`config.mk`:
```
export PLATFORM = sky130hd
export DESIGN_NAME = rc4_stream_cipher_top
export DESIGN_NICKNAME = d
export VERILOG_FILES = /design/src/hdl/rc4_pkg.sv /design/src/hdl/rc4_stream_cipher_top.sv /design/src/hdl/rc4_cfg.sv /design/src/hdl/rc4_dp.sv /design/src/hdl/rc4_ctrl.sv
export SDC_FILE = /design/constraint.sdc
export NUM_CORES = 2
export LEC_CHECK = 0
export BUFFER_PORTS_ARGS = -buffer_cell sky130_fd_sc_hd__buf_2
export CAP_MARGIN = 5
export CORE_MARGIN = 2
export CORE_UTILIZATION = 60
export DETAILED_ROUTE_END_ITERATION = 8
export PLACE_DENSITY = 0.76
export SYNTH_ARGS = -nofsm -noshare
export SYNTH_HDL_FRONTEND = slang
export SYNTH_SLANG_ARGS = --single-unit
```
`constraint.sdc`:
```
create_clock -name clk -period 7.6 [get_ports clk]
set_input_delay 0.76 -clock clk [delete_from_list [all_inputs] [get_ports clk]]
set_output_delay 0.76 -clock clk [all_outputs]
set_load 0.01 [all_outputs]
```
`src/hdl/rc4_pkg.sv`:
```
// rc4_pkg: shared constants, register indexes, datapath op codes and command type
// for the rc4 cipher engine; no dependencies
package rc4_pkg;

    localparam int MAX_KEY_BYTES_DEF = 32;
    localparam int MIN_KEY_BYTES     = 5;
    localparam int PERM_SIZE         = 256;
    localparam int DEFAULT_DISCARD   = 3072;

    localparam int BYTE_W     = 8;
    localparam int CFG_IDX_W  = 3;
    localparam int CFG_DATA_W = 64;
    localparam int KEY_LEN_W  = 6;
    localparam int DISC_W     = 16;
    localparam int KEY_SEL_W  = 5;
    localparam int OP_W       = 4;

    localparam logic [CFG_IDX_W-1:0] REG_KEY_LENGTH = 3'd0;
    localparam logic [CFG_IDX_W-1:0] REG_KEY_0_7    = 3'd1;
    localparam logic [CFG_IDX_W-1:0] REG_KEY_8_15   = 3'd2;
    localparam logic [CFG_IDX_W-1:0] REG_KEY_16_23  = 3'd3;
    localparam logic [CFG_IDX_W-1:0] REG_KEY_24_31  = 3'd4;
    localparam logic [CFG_IDX_W-1:0] REG_DISCARD    = 3'd5;

    localparam logic REQ_INIT  = 1'b0;
    localparam logic REQ_CRYPT = 1'b1;

    localparam logic [OP_W-1:0] OP_NONE    = 4'd0;
    localparam logic [OP_W-1:0] OP_FILL    = 4'd1;
    localparam logic [OP_W-1:0] OP_KS_RD_N = 4'd2;
    localparam logic [OP_W-1:0] OP_KS_RD_J = 4'd3;
    localparam logic [OP_W-1:0] OP_KS_WR_N = 4'd4;
    localparam logic [OP_W-1:0] OP_KS_WR_J = 4'd5;
    localparam logic [OP_W-1:0] OP_CLR_IJ  = 4'd6;
    localparam logic [OP_W-1:0] OP_G_RD_I  = 4'd7;
    localparam logic [OP_W-1:0] OP_G_RD_J  = 4'd8;
    localparam logic [OP_W-1:0] OP_G_WR_I  = 4'd9;
    localparam logic [OP_W-1:0] OP_G_WR_J  = 4'd10;

    typedef struct packed {
        logic [OP_W-1:0]   op;
        logic [BYTE_W-1:0] n;
        logic              load_in;
        logic              load_out;
    } rc4_cmd_t;

endpackage

```
`src/hdl/rc4_stream_cipher_top.sv`:
```
// rc4_stream_cipher_top: rc4 engine with keystream drop, top level
// depends on rc4_pkg, rc4_cfg, rc4_ctrl and rc4_dp
//
// channel   signals                              payload
// in        in_valid / in_ready                  req_type, data_in
// out       out_valid / out_ready                data_out
// cfg       cfg_we, cfg_index (write only)       cfg_data
//
// a crypt request runs four memory steps for the swap and keystream read and
// one output step, then returns to idle before the next accept
// an init request refills the table, runs the key schedule, clears i and j and
// runs discard_count generator rounds before the next accept
// after reset a pass loads the identity table, in_ready stays low
// the output register holds a result until taken; the next request is
// accepted meanwhile, and a crypt request stalls in its last step if the
// previous result has not been taken
module rc4_stream_cipher_top #(
    parameter int MAX_KEY_BYTES = rc4_pkg::MAX_KEY_BYTES_DEF
) (
    input  logic                               clk,
    input  logic                               rst_n,
    input  logic                               in_valid,
    output logic                               in_ready,
    input  logic                               req_type,
    input  logic [rc4_pkg::BYTE_W-1:0]         data_in,
    output logic                               out_valid,
    input  logic                               out_ready,
    output logic [rc4_pkg::BYTE_W-1:0]         data_out,
    input  logic                               cfg_we,
    input  logic [rc4_pkg::CFG_IDX_W-1:0]      cfg_index,
    input  logic [rc4_pkg::CFG_DATA_W-1:0]     cfg_data
);
    import rc4_pkg::*;

    localparam int KIDX_W = $clog2(MAX_KEY_BYTES);

    rc4_cmd_t          cmd;
    logic [KIDX_W-1:0] key_idx;
    logic [KIDX_W-1:0] key_last;
    logic [BYTE_W-1:0] key_byte;
    logic [DISC_W-1:0] discard_count;

    rc4_cfg #(
        .MAX_KEY_BYTES (MAX_KEY_BYTES)
    ) u_cfg (
        .clk           (clk),
        .rst_n         (rst_n),
        .cfg_we        (cfg_we),
        .cfg_index     (cfg_index),
        .cfg_data      (cfg_data),
        .key_idx       (key_idx),
        .key_byte      (key_byte),
        .key_last      (key_last),
        .discard_count (discard_count)
    );

    rc4_ctrl #(
        .MAX_KEY_BYTES (MAX_KEY_BYTES)
    ) u_ctrl (
        .clk           (clk),
        .rst_n         (rst_n),
        .in_valid      (in_valid),
        .in_ready      (in_ready),
        .req_type      (req_type),
        .out_valid     (out_valid),
        .out_ready     (out_ready),
        .key_last      (key_last),
        .discard_count (discard_count),
        .key_idx       (key_idx),
        .cmd           (cmd)
    );

    rc4_dp u_dp (
        .clk      (clk),
        .rst_n    (rst_n),
        .cmd      (cmd),
        .key_byte (key_byte),
        .data_in  (data_in),
        .data_out (data_out)
    );

`ifndef SYNTH
    a_busy_after_accept: assert property (@(posedge clk) disable iff (!rst_n)
        (in_valid && in_ready) |=> !in_ready)
        else $error("request accepted while previous one still in progress");

    a_init_no_result: assert property (@(posedge clk) disable iff (!rst_n)
        (in_valid && in_ready && req_type == REQ_INIT) |=> !$rose(out_valid))
        else $error("init request produced a result");

    a_result_returns_idle: assert property (@(posedge clk) disable iff (!rst_n)
        $rose(out_valid) |-> in_ready)
        else $error("result posted while engine still busy");
`endif

endmodule

```
`src/hdl/rc4_cfg.sv`:
```
// rc4_cfg: configuration registers, key length clamp and key byte select
// depends on rc4_pkg
module rc4_cfg #(
    parameter int MAX_KEY_BYTES = rc4_pkg::MAX_KEY_BYTES_DEF,
    localparam int KIDX_W = $clog2(MAX_KEY_BYTES)
) (
    input  logic                               clk,
    input  logic                               rst_n,
    input  logic                               cfg_we,
    input  logic [rc4_pkg::CFG_IDX_W-1:0]      cfg_index,
    input  logic [rc4_pkg::CFG_DATA_W-1:0]     cfg_data,
    input  logic [KIDX_W-1:0]                  key_idx,
    output logic [rc4_pkg::BYTE_W-1:0]         key_byte,
    output logic [KIDX_W-1:0]                  key_last,
    output logic [rc4_pkg::DISC_W-1:0]         discard_count
);
    import rc4_pkg::*;

    logic [KEY_LEN_W-1:0]    key_length_reg;
    logic [CFG_DATA_W-1:0]   key_w0_reg;
    logic [CFG_DATA_W-1:0]   key_w1_reg;
    logic [CFG_DATA_W-1:0]   key_w2_reg;
    logic [CFG_DATA_W-1:0]   key_w3_reg;
    logic [DISC_W-1:0]       discard_reg;
    logic [4*CFG_DATA_W-1:0] key_vec;
    logic [KEY_LEN_W-1:0]    key_len_eff;
    logic [KEY_SEL_W-1:0]    key_sel;

    always_ff @(posedge clk or negedge rst_n)
    begin
        if (!rst_n)
        begin
            key_length_reg <= KEY_LEN_W'(MIN_KEY_BYTES);
            key_w0_reg     <= '0;
            key_w1_reg     <= '0;
            key_w2_reg     <= '0;
            key_w3_reg     <= '0;
            discard_reg    <= DISC_W'(DEFAULT_DISCARD);
        end
        else if (cfg_we)
        begin
            case (cfg_index)
                REG_KEY_LENGTH: key_length_reg <= cfg_data[KEY_LEN_W-1:0];
                REG_KEY_0_7:    key_w0_reg     <= cfg_data;
                REG_KEY_8_15:   key_w1_reg     <= cfg_data;
                REG_KEY_16_23:  key_w2_reg     <= cfg_data;
                REG_KEY_24_31:  key_w3_reg     <= cfg_data;
                REG_DISCARD:    discard_reg    <= cfg_data[DISC_W-1:0];
                default:        ;
            endcase
        end
    end

    always_comb
    begin
        if (key_length_reg < KEY_LEN_W'(MIN_KEY_BYTES))
            key_len_eff = KEY_LEN_W'(MIN_KEY_BYTES);
        else if (key_length_reg > KEY_LEN_W'(MAX_KEY_BYTES))
            key_len_eff = KEY_LEN_W'(MAX_KEY_BYTES);
        else
            key_len_eff = key_length_reg;
    end

    assign key_last      = KIDX_W'(key_len_eff - KEY_LEN_W'(1));
    assign key_vec       = {key_w3_reg, key_w2_reg, key_w1_reg, key_w0_reg};
    assign key_sel       = KEY_SEL_W'(key_idx);
    assign key_byte      = key_vec[key_sel*BYTE_W +: BYTE_W];
    assign discard_count = discard_reg;

endmodule

```
`src/hdl/rc4_dp.sv`:
```
// rc4_dp: permutation memory, generator indices, swap registers and output byte
// depends on rc4_pkg; driven by the rc4_ctrl command
module rc4_dp (
    input  logic                        clk,
    input  logic                        rst_n,
    input  rc4_pkg::rc4_cmd_t           cmd,
    input  logic [rc4_pkg::BYTE_W-1:0]  key_byte,
    input  logic [rc4_pkg::BYTE_W-1:0]  data_in,
    output logic [rc4_pkg::BYTE_W-1:0]  data_out
);
    import rc4_pkg::*;

    logic [BYTE_W-1:0] mem [PERM_SIZE];
    logic [BYTE_W-1:0] rdata_reg;
    logic [BYTE_W-1:0] i_reg, i_next;
    logic [BYTE_W-1:0] j_reg, j_next;
    logic [BYTE_W-1:0] si_reg, si_next;
    logic [BYTE_W-1:0] sj_reg, sj_next;
    logic [BYTE_W-1:0] t_reg, t_next;
    logic [BYTE_W-1:0] din_reg;
    logic [BYTE_W-1:0] dout_reg;
    logic [BYTE_W-1:0] raddr;
    logic [BYTE_W-1:0] waddr;
    logic [BYTE_W-1:0] wdata;
    logic              we;
    logic [BYTE_W-1:0] ks;

    always_comb
    begin
        i_next  = i_reg;
        j_next  = j_reg;
        si_next = si_reg;
        sj_next = sj_reg;
        t_next  = t_reg;
        raddr   = t_reg;
        waddr   = cmd.n;
        wdata   = rdata_reg;
        we      = 1'b0;
        case (cmd.op)
            OP_FILL:
            begin
                we     = 1'b1;
                wdata  = cmd.n;
                i_next = '0;
                j_next = '0;
            end
            OP_KS_RD_N:
                raddr = cmd.n;
            OP_KS_RD_J:
            begin
                si_next = rdata_reg;
                j_next  = j_reg + rdata_reg + key_byte;
                raddr   = j_next;
            end
            OP_KS_WR_N:
            begin
                sj_next = rdata_reg;
                we      = 1'b1;
            end
            OP_KS_WR_J:
            begin
                we    = 1'b1;
                waddr = j_reg;
                wdata = si_reg;
            end
            OP_CLR_IJ:
            begin
                i_next = '0;
                j_next = '0;
            end
            OP_G_RD_I:
            begin
                i_next = i_reg + BYTE_W'(1);
                raddr  = i_next;
            end
            OP_G_RD_J:
            begin
                si_next = rdata_reg;
                j_next  = j_reg + rdata_reg;
                raddr   = j_next;
            end
            OP_G_WR_I:
            begin
                sj_next = rdata_reg;
                we      = 1'b1;
                waddr   = i_reg;
            end
            OP_G_WR_J:
            begin
                we     = 1'b1;
                waddr  = j_reg;
                wdata  = si_reg;
                t_next = si_reg + sj_reg;
                raddr  = t_next;
            end
            default: ;
        endcase
    end

    always_ff @(posedge clk)
    begin
        if (we)
            mem[waddr] <= wdata;
        rdata_reg <= mem[raddr];
    end

    // read of S[t] overlaps the write of S[j], so forward on a match
    assign ks = (t_reg == j_reg) ? si_reg : rdata_reg;

    always_ff @(posedge clk or negedge rst_n)
    begin
        if (!rst_n)
        begin
            i_reg <= '0;
            j_reg <= '0;
        end
        else
        begin
            i_reg <= i_next;
            j_reg <= j_next;
        end
    end

    always_ff @(posedge clk)
    begin
        si_reg <= si_next;
        sj_reg <= sj_next;
        t_reg  <= t_next;
        if (cmd.load_in)
            din_reg <= data_in;
        if (cmd.load_out)
            dout_reg <= din_reg ^ ks;
    end

    assign data_out = dout_reg;

endmodule

```
`src/hdl/rc4_ctrl.sv`:
```
// rc4_ctrl: sequencer for table fill, key schedule, discard and crypt steps
// depends on rc4_pkg; issues rc4_cmd_t to rc4_dp
module rc4_ctrl #(
    parameter int MAX_KEY_BYTES = rc4_pkg::MAX_KEY_BYTES_DEF,
    localparam int KIDX_W = $clog2(MAX_KEY_BYTES)
) (
    input  logic                        clk,
    input  logic                        rst_n,
    input  logic                        in_valid,
    output logic                        in_ready,
    input  logic                        req_type,
    output logic                        out_valid,
    input  logic                        out_ready,
    input  logic [KIDX_W-1:0]           key_last,
    input  logic [rc4_pkg::DISC_W-1:0]  discard_count,
    output logic [KIDX_W-1:0]           key_idx,
    output rc4_pkg::rc4_cmd_t           cmd
);
    import rc4_pkg::*;

    localparam logic [3:0] S_IDLE  = 4'd0;
    localparam logic [3:0] S_FILL  = 4'd1;
    localparam logic [3:0] S_KS0   = 4'd2;
    localparam logic [3:0] S_KS1   = 4'd3;
    localparam logic [3:0] S_KS2   = 4'd4;
    localparam logic [3:0] S_KS3   = 4'd5;
    localparam logic [3:0] S_CLRIJ = 4'd6;
    localparam logic [3:0] S_G0    = 4'd7;
    localparam logic [3:0] S_G1    = 4'd8;
    localparam logic [3:0] S_G2    = 4'd9;
    localparam logic [3:0] S_G3    = 4'd10;
    localparam logic [3:0] S_G4    = 4'd11;

    localparam logic [BYTE_W-1:0] N_LAST = BYTE_W'(PERM_SIZE - 1);

    logic [3:0]        state_reg, state_next;
    logic [BYTE_W-1:0] n_reg, n_next;
    logic [KIDX_W-1:0] k_reg, k_next;
    logic [DISC_W-1:0] disc_reg, disc_next;
    logic              init_pend_reg, init_pend_next;
    logic              crypt_reg, crypt_next;
    logic              out_valid_reg, out_valid_next;

    always_comb
    begin
        state_next     = state_reg;
        n_next         = n_reg;
        k_next         = k_reg;
        disc_next      = disc_reg;
        init_pend_next = init_pend_reg;
        crypt_next     = crypt_reg;
        out_valid_next = out_valid_reg & ~out_ready;
        cmd            = '0;
        cmd.op         = OP_NONE;
        cmd.n          = n_reg;
        case (state_reg)
            S_IDLE:
            begin
                if (in_valid)
                begin
                    cmd.load_in = 1'b1;
                    if (req_type == REQ_CRYPT)
                    begin
                        crypt_next = 1'b1;
                        state_next = S_G0;
                    end
                    else
                    begin
                        init_pend_next = 1'b1;
                        n_next         = '0;
                        state_next     = S_FILL;
                    end
                end
            end
            S_FILL:
            begin
                cmd.op = OP_FILL;
                n_next = n_reg + BYTE_W'(1);
                if (n_reg == N_LAST)
                begin
                    k_next     = '0;
                    state_next = init_pend_reg ? S_KS0 : S_IDLE;
                end
            end
            S_KS0:
            begin
                cmd.op     = OP_KS_RD_N;
                state_next = S_KS1;
            end
            S_KS1:
            begin
                cmd.op     = OP_KS_RD_J;
                state_next = S_KS2;
            end
            S_KS2:
            begin
                cmd.op     = OP_KS_WR_N;
                state_next = S_KS3;
            end
            S_KS3:
            begin
                cmd.op     = OP_KS_WR_J;
                n_next     = n_reg + BYTE_W'(1);
                k_next     = (k_reg == key_last) ? '0 : k_reg + KIDX_W'(1);
                state_next = (n_reg == N_LAST) ? S_CLRIJ : S_KS0;
            end
            S_CLRIJ:
            begin
                cmd.op         = OP_CLR_IJ;
                init_pend_next = 1'b0;
                crypt_next     = 1'b0;
                disc_next      = discard_count;
                state_next     = (discard_count == '0) ? S_IDLE : S_G0;
            end
            S_G0:
            begin
                cmd.op     = OP_G_RD_I;
                state_next = S_G1;
            end
            S_G1:
            begin
                cmd.op     = OP_G_RD_J;
                state_next = S_G2;
            end
            S_G2:
            begin
                cmd.op     = OP_G_WR_I;
                state_next = S_G3;
            end
            S_G3:
            begin
                cmd.op = OP_G_WR_J;
                if (crypt_reg)
                    state_next = S_G4;
                else
                begin
                    disc_next  = disc_reg - DISC_W'(1);
                    state_next = (disc_reg == DISC_W'(1)) ? S_IDLE : S_G0;
                end
            end
            S_G4:
            begin
                if (!out_valid_reg || out_ready)
                begin
                    cmd.load_out   = 1'b1;
                    out_valid_next = 1'b1;
                    crypt_next     = 1'b0;
                    state_next     = S_IDLE;
                end
            end
            default:
                state_next = S_IDLE;
        endcase
    end

    always_ff @(posedge clk or negedge rst_n)
    begin
        if (!rst_n)
        begin
            state_reg     <= S_FILL;
            n_reg         <= '0;
            k_reg         <= '0;
            disc_reg      <= '0;
            init_pend_reg <= 1'b0;
            crypt_reg     <= 1'b0;
            out_valid_reg <= 1'b0;
        end
        else
        begin
            state_reg     <= state_next;
            n_reg         <= n_next;
            k_reg         <= k_next;
            disc_reg      <= disc_next;
            init_pend_reg <= init_pend_next;
            crypt_reg     <= crypt_next;
            out_valid_reg <= out_valid_next;
        end
    end

    assign in_ready  = (state_reg == S_IDLE);
    assign out_valid = out_valid_reg;
    assign key_idx   = k_reg;

endmodule
```
==> impl_metrics.env <==
export IMPL_synthesis_nets=7839
export IMPL_critPathMaxStageDelay_ns=1.19
export IMPL_grt_antenna_before_repair=15
export IMPL_viasPerCell=6.66
export IMPL_p_seq_share_pct=33.9
export IMPL_largest_register_ffs=2048
export IMPL_finalNetCount=7867
export IMPL_row_count=151
export IMPL_path_depth=17
export IMPL_required_ns=8.31
export IMPL_fin_crit_ns=7.77
export IMPL_path_cells="mux4_2 > mux4_2 > mux2_2 > ha_1 > fa_1 > nor2b_1 > o22ai_1 > o2bb2ai_1 > a21oi_4 > buf_4 > buf_12 > buf_4 > a311oi_1 > o311ai_0 > a211oi_1 > a31oi_1 > nand4_1"
export IMPL_ff2ff_path_depth=17
export IMPL_cts_buffers=229
export IMPL_drtIter0Drc=11059
export IMPL_grt_pass1_wl_um=420000
export IMPL_worst_slack_ns=-0.167
export IMPL_ir_worst_vdd_mv=0.833
export IMPL_slew_violations=118
export IMPL_synth_seq_area_share_pct=69.9
export IMPL_skew_ns=0.0529
export IMPL_hold_class="input pin to flop"
export IMPL_slew_headroom_pct=-8.53
export IMPL_cp_max_fo=62
export IMPL_timing_fmax_mhz=129
export IMPL_ff2ff_setup_slack_ns=-0.17
export IMPL_reg2reg_to="u_dp.rdata_reg[7]"
export IMPL_die_area_mm2=0.173
export IMPL_ys_warn_count=0
export IMPL_ys_seq_elements=2426
export IMPL_comb_power_share_pct=44.5
export IMPL_clk_path_buf_depth=3
export IMPL_rsz0062_at_grt="false"
export IMPL_post_synth_cell_area_avg_um2=13.2
export IMPL_io_pin_count=91
export IMPL_dieWidth_um=416
export IMPL_synthCells=7728
export IMPL_ys_async_sr_fraction_pct=13.6
export IMPL_hold_ws_ns=0.0697
export IMPL_hpwlAfterDp_um=172000
export IMPL_grt_pass1_vias=65384
export IMPL_layout_common_cells="2088 x edfxtp_1, 1954 x nand2_1, 812 x nand3_1"
export IMPL_firstDrtPassIters=9
export IMPL_cts_root_buffer="clkbuf_16"
export IMPL_violations="design-rule violations, max-capacitance violations, max-slew violations, negative setup slack"
export IMPL_portBuffers=90
export IMPL_synth_edf_count=2088
export IMPL_p_int_mw=31.6
export IMPL_grt_start_max_net_pins=202
export IMPL_leakage_nw=39.9
export IMPL_numClockSinks=2426
export IMPL_synth_ff_type="edfxtp_1"
export IMPL_die_y_um=416
export IMPL_netlist_area_mm2=0.102
export IMPL_endpoint_kind="flop"
export IMPL_fin_area_mm2=0.113
export IMPL_htree_levels=4
export IMPL_syn2layout_area_growth_pct=10.6
export IMPL_fillers=11580
export IMPL_grt_usage_pct=32.4
export IMPL_cap_violations=1
export IMPL_routed_wl_um=283000
export IMPL_place_area_mm2=0.105
export IMPL_routabilityCongestion=0.967
export IMPL_crit_type="flop to flop"
export IMPL_synth_distinct_cells=87
export IMPL_drt_wirelength_per_cell_um=27.8
export IMPL_p_sw_mw=23.2
export IMPL_vias=67779
export IMPL_p_per_area_mw_per_mm2=487
export IMPL_insertion_delay_ns=0.89
export IMPL_initial_core_util_pct=60.2
export IMPL_drive_above_1_share_pct=13.9
export IMPL_layout_commonest_cell="edfxtp_1"
export IMPL_crit_arrival_ns=8.47
export IMPL_pwr_share_clk_pct=21.5
export IMPL_post_route_period_util_pct=102
export IMPL_worstMarginPinSlew_ns=1.63
export IMPL_ant_nets=0
export IMPL_power_mw=54.8
export IMPL_crit_reg2reg_launch="u_ctrl.key_idx[0]"
export IMPL_setup_violations=1
export IMPL_cts_tree="built"
export IMPL_coreArea_mm2=0.169
export IMPL_critPathLaunch="u_ctrl.key_idx[0]"
export IMPL_crit_buf_inv=3
export IMPL_critical_path_top_delay_family="compound AO/OA/AOI/OAI gates"
export IMPL_cpMaxStageDelayCell="o311ai_0"
export IMPL_max_flop_register="u_dp.mem"
export IMPL_hold_viol_final=0
export IMPL_endpoint="u_dp.rdata_reg[7]"
export IMPL_outcome="complete, but fails checks"
export IMPL_drc=1
export IMPL_crit_path_start_kind="flop"
export IMPL_switching_share_pct=42.3
export IMPL_clkTransAtPathRegs_ns=0.06
export IMPL_grt_overflow=0
cells by family after synthesis:
family	Yosys count	share of synthesized area (%)
AND/OR/NAND/NOR	3459	14.6
flip-flops	2426	69.9
AO/OA/AOI/OAI	717	5.40
buffers and inverters	562	2.75
multiplexers	489	6.49
XOR/XNOR	45	0.388
adder cells (fa/ha/maj)	30	0.391
what timing repair did:
action                                  CTS  global route
setup buffers                             0             0
resized for setup                         0             0
hold buffers                              1             0
endpoints found under the hold margin    82             0
endpoints found under the setup margin    0             0
per-stage QoR:
step	setup slack (ns)	util (%)	cells	TNS, ns
5_1_grt	0.00554	66.6	10176	0
6_report	-0.167	66.6	10182	-0.167
3_5_place_dp	0.242	62.0	9741	0
3_3_place_gp	0.248	62.0	9739	0
4_1_cts	0.209	66.6	10174	0
2_1_floorplan	1.97	-	7728	0
power groups by stage:
stage / Clock [mW] / Combinational (mW) / Sequential (mW)
floorplan: 0 / 14.3 / 19.1
finish: 11.8 / 24.4 / 18.6
detailed placement: 0 / 23.4 / 18.8
global placement: 0 / 22.9 / 18.8
CTS: 11.8 / 23.6 / 18.5
global route: 12.3 / 25.4 / 18.6
final cells by class:
cell class                 instances  area [um2]  area share (%)
antenna                            7        17.5          0.0156
clock buffer                     284        6050            5.37
clock inverter                   148        1730            1.54
inverter                          33         184           0.163
multi-input combinational       4740       27900            24.8
sequential                      2426       71100            63.2
tap                             2218        2780            2.47
timing repair buffer             326        2760            2.45
worst min path at each step:
stage / startpoint / endpoint / slack, ns / cells past startpoint
after floorplan: rst_n / u_cfg.discard_count[0] / 0.46 / 0
after detailed placement: u_cfg.key_w1_reg[32] / u_cfg.key_w1_reg[32] / 0.49 / 1
final: data_in[5] / u_dp.din_reg[5] / 0.07 / 1
after CTS: data_in[5] / u_dp.din_reg[5] / 0.03 / 1
after global placement: u_cfg.key_w2_reg[23] / u_cfg.key_w2_reg[23] / 0.48 / 1
after global routing: data_in[3] / u_dp.din_reg[3] / 0.04 / 1
synth_stat cells, types with 11 or more instances:
| master | number | area (um2) |
|---|---|---|
| and3_1 | 188 | 1180 |
| nor4_1 | 17 | 106 |
| nand2_1 | 1954 | 7330 |
| a311o_1 | 27 | 270 |
| a21oi_1 | 79 | 395 |
| a311oi_1 | 276 | 2420 |
| nand4_1 | 13 | 81.3 |
| mux2_2 | 286 | 3220 |
| nor2_1 | 347 | 1300 |
| buf_4 | 74 | 556 |
| nand2b_1 | 13 | 81.3 |
| buf_1 | 53 | 199 |
| a22oi_1 | 21 | 158 |
| dfrtp_1 | 325 | 8130 |
| nor3_1 | 49 | 245 |
| clkbuf_1 | 155 | 582 |
| nor3b_1 | 11 | 82.6 |
| edfxtp_1 | 2088 | 62700 |
| a211oi_1 | 19 | 143 |
| xor2_1 | 22 | 193 |
| a31oi_1 | 47 | 294 |
| a21o_1 | 11 | 82.6 |
| mux4_2 | 108 | 2430 |
| ha_1 | 27 | 338 |
| inv_1 | 32 | 120 |
| nand3_1 | 812 | 4060 |
| buf_2 | 231 | 1160 |
| or3_1 | 12 | 75.1 |
| xnor2_1 | 23 | 201 |
| o21ai_0 | 95 | 475 |
| buf_6 | 16 | 180 |
| mux2i_1 | 95 | 951 |
| a2111oi_0 | 12 | 105 |
layer usage:
metal	wire length (um)	vias up	global-route usage [%]
met5	141	-	0
li1	-	28700	-
met1	104000	33318	44.5
met2	127000	4820	48.7
met4	15500	20	15.2
met3	36600	921	8.65
(Power assumes the default switching activity.)
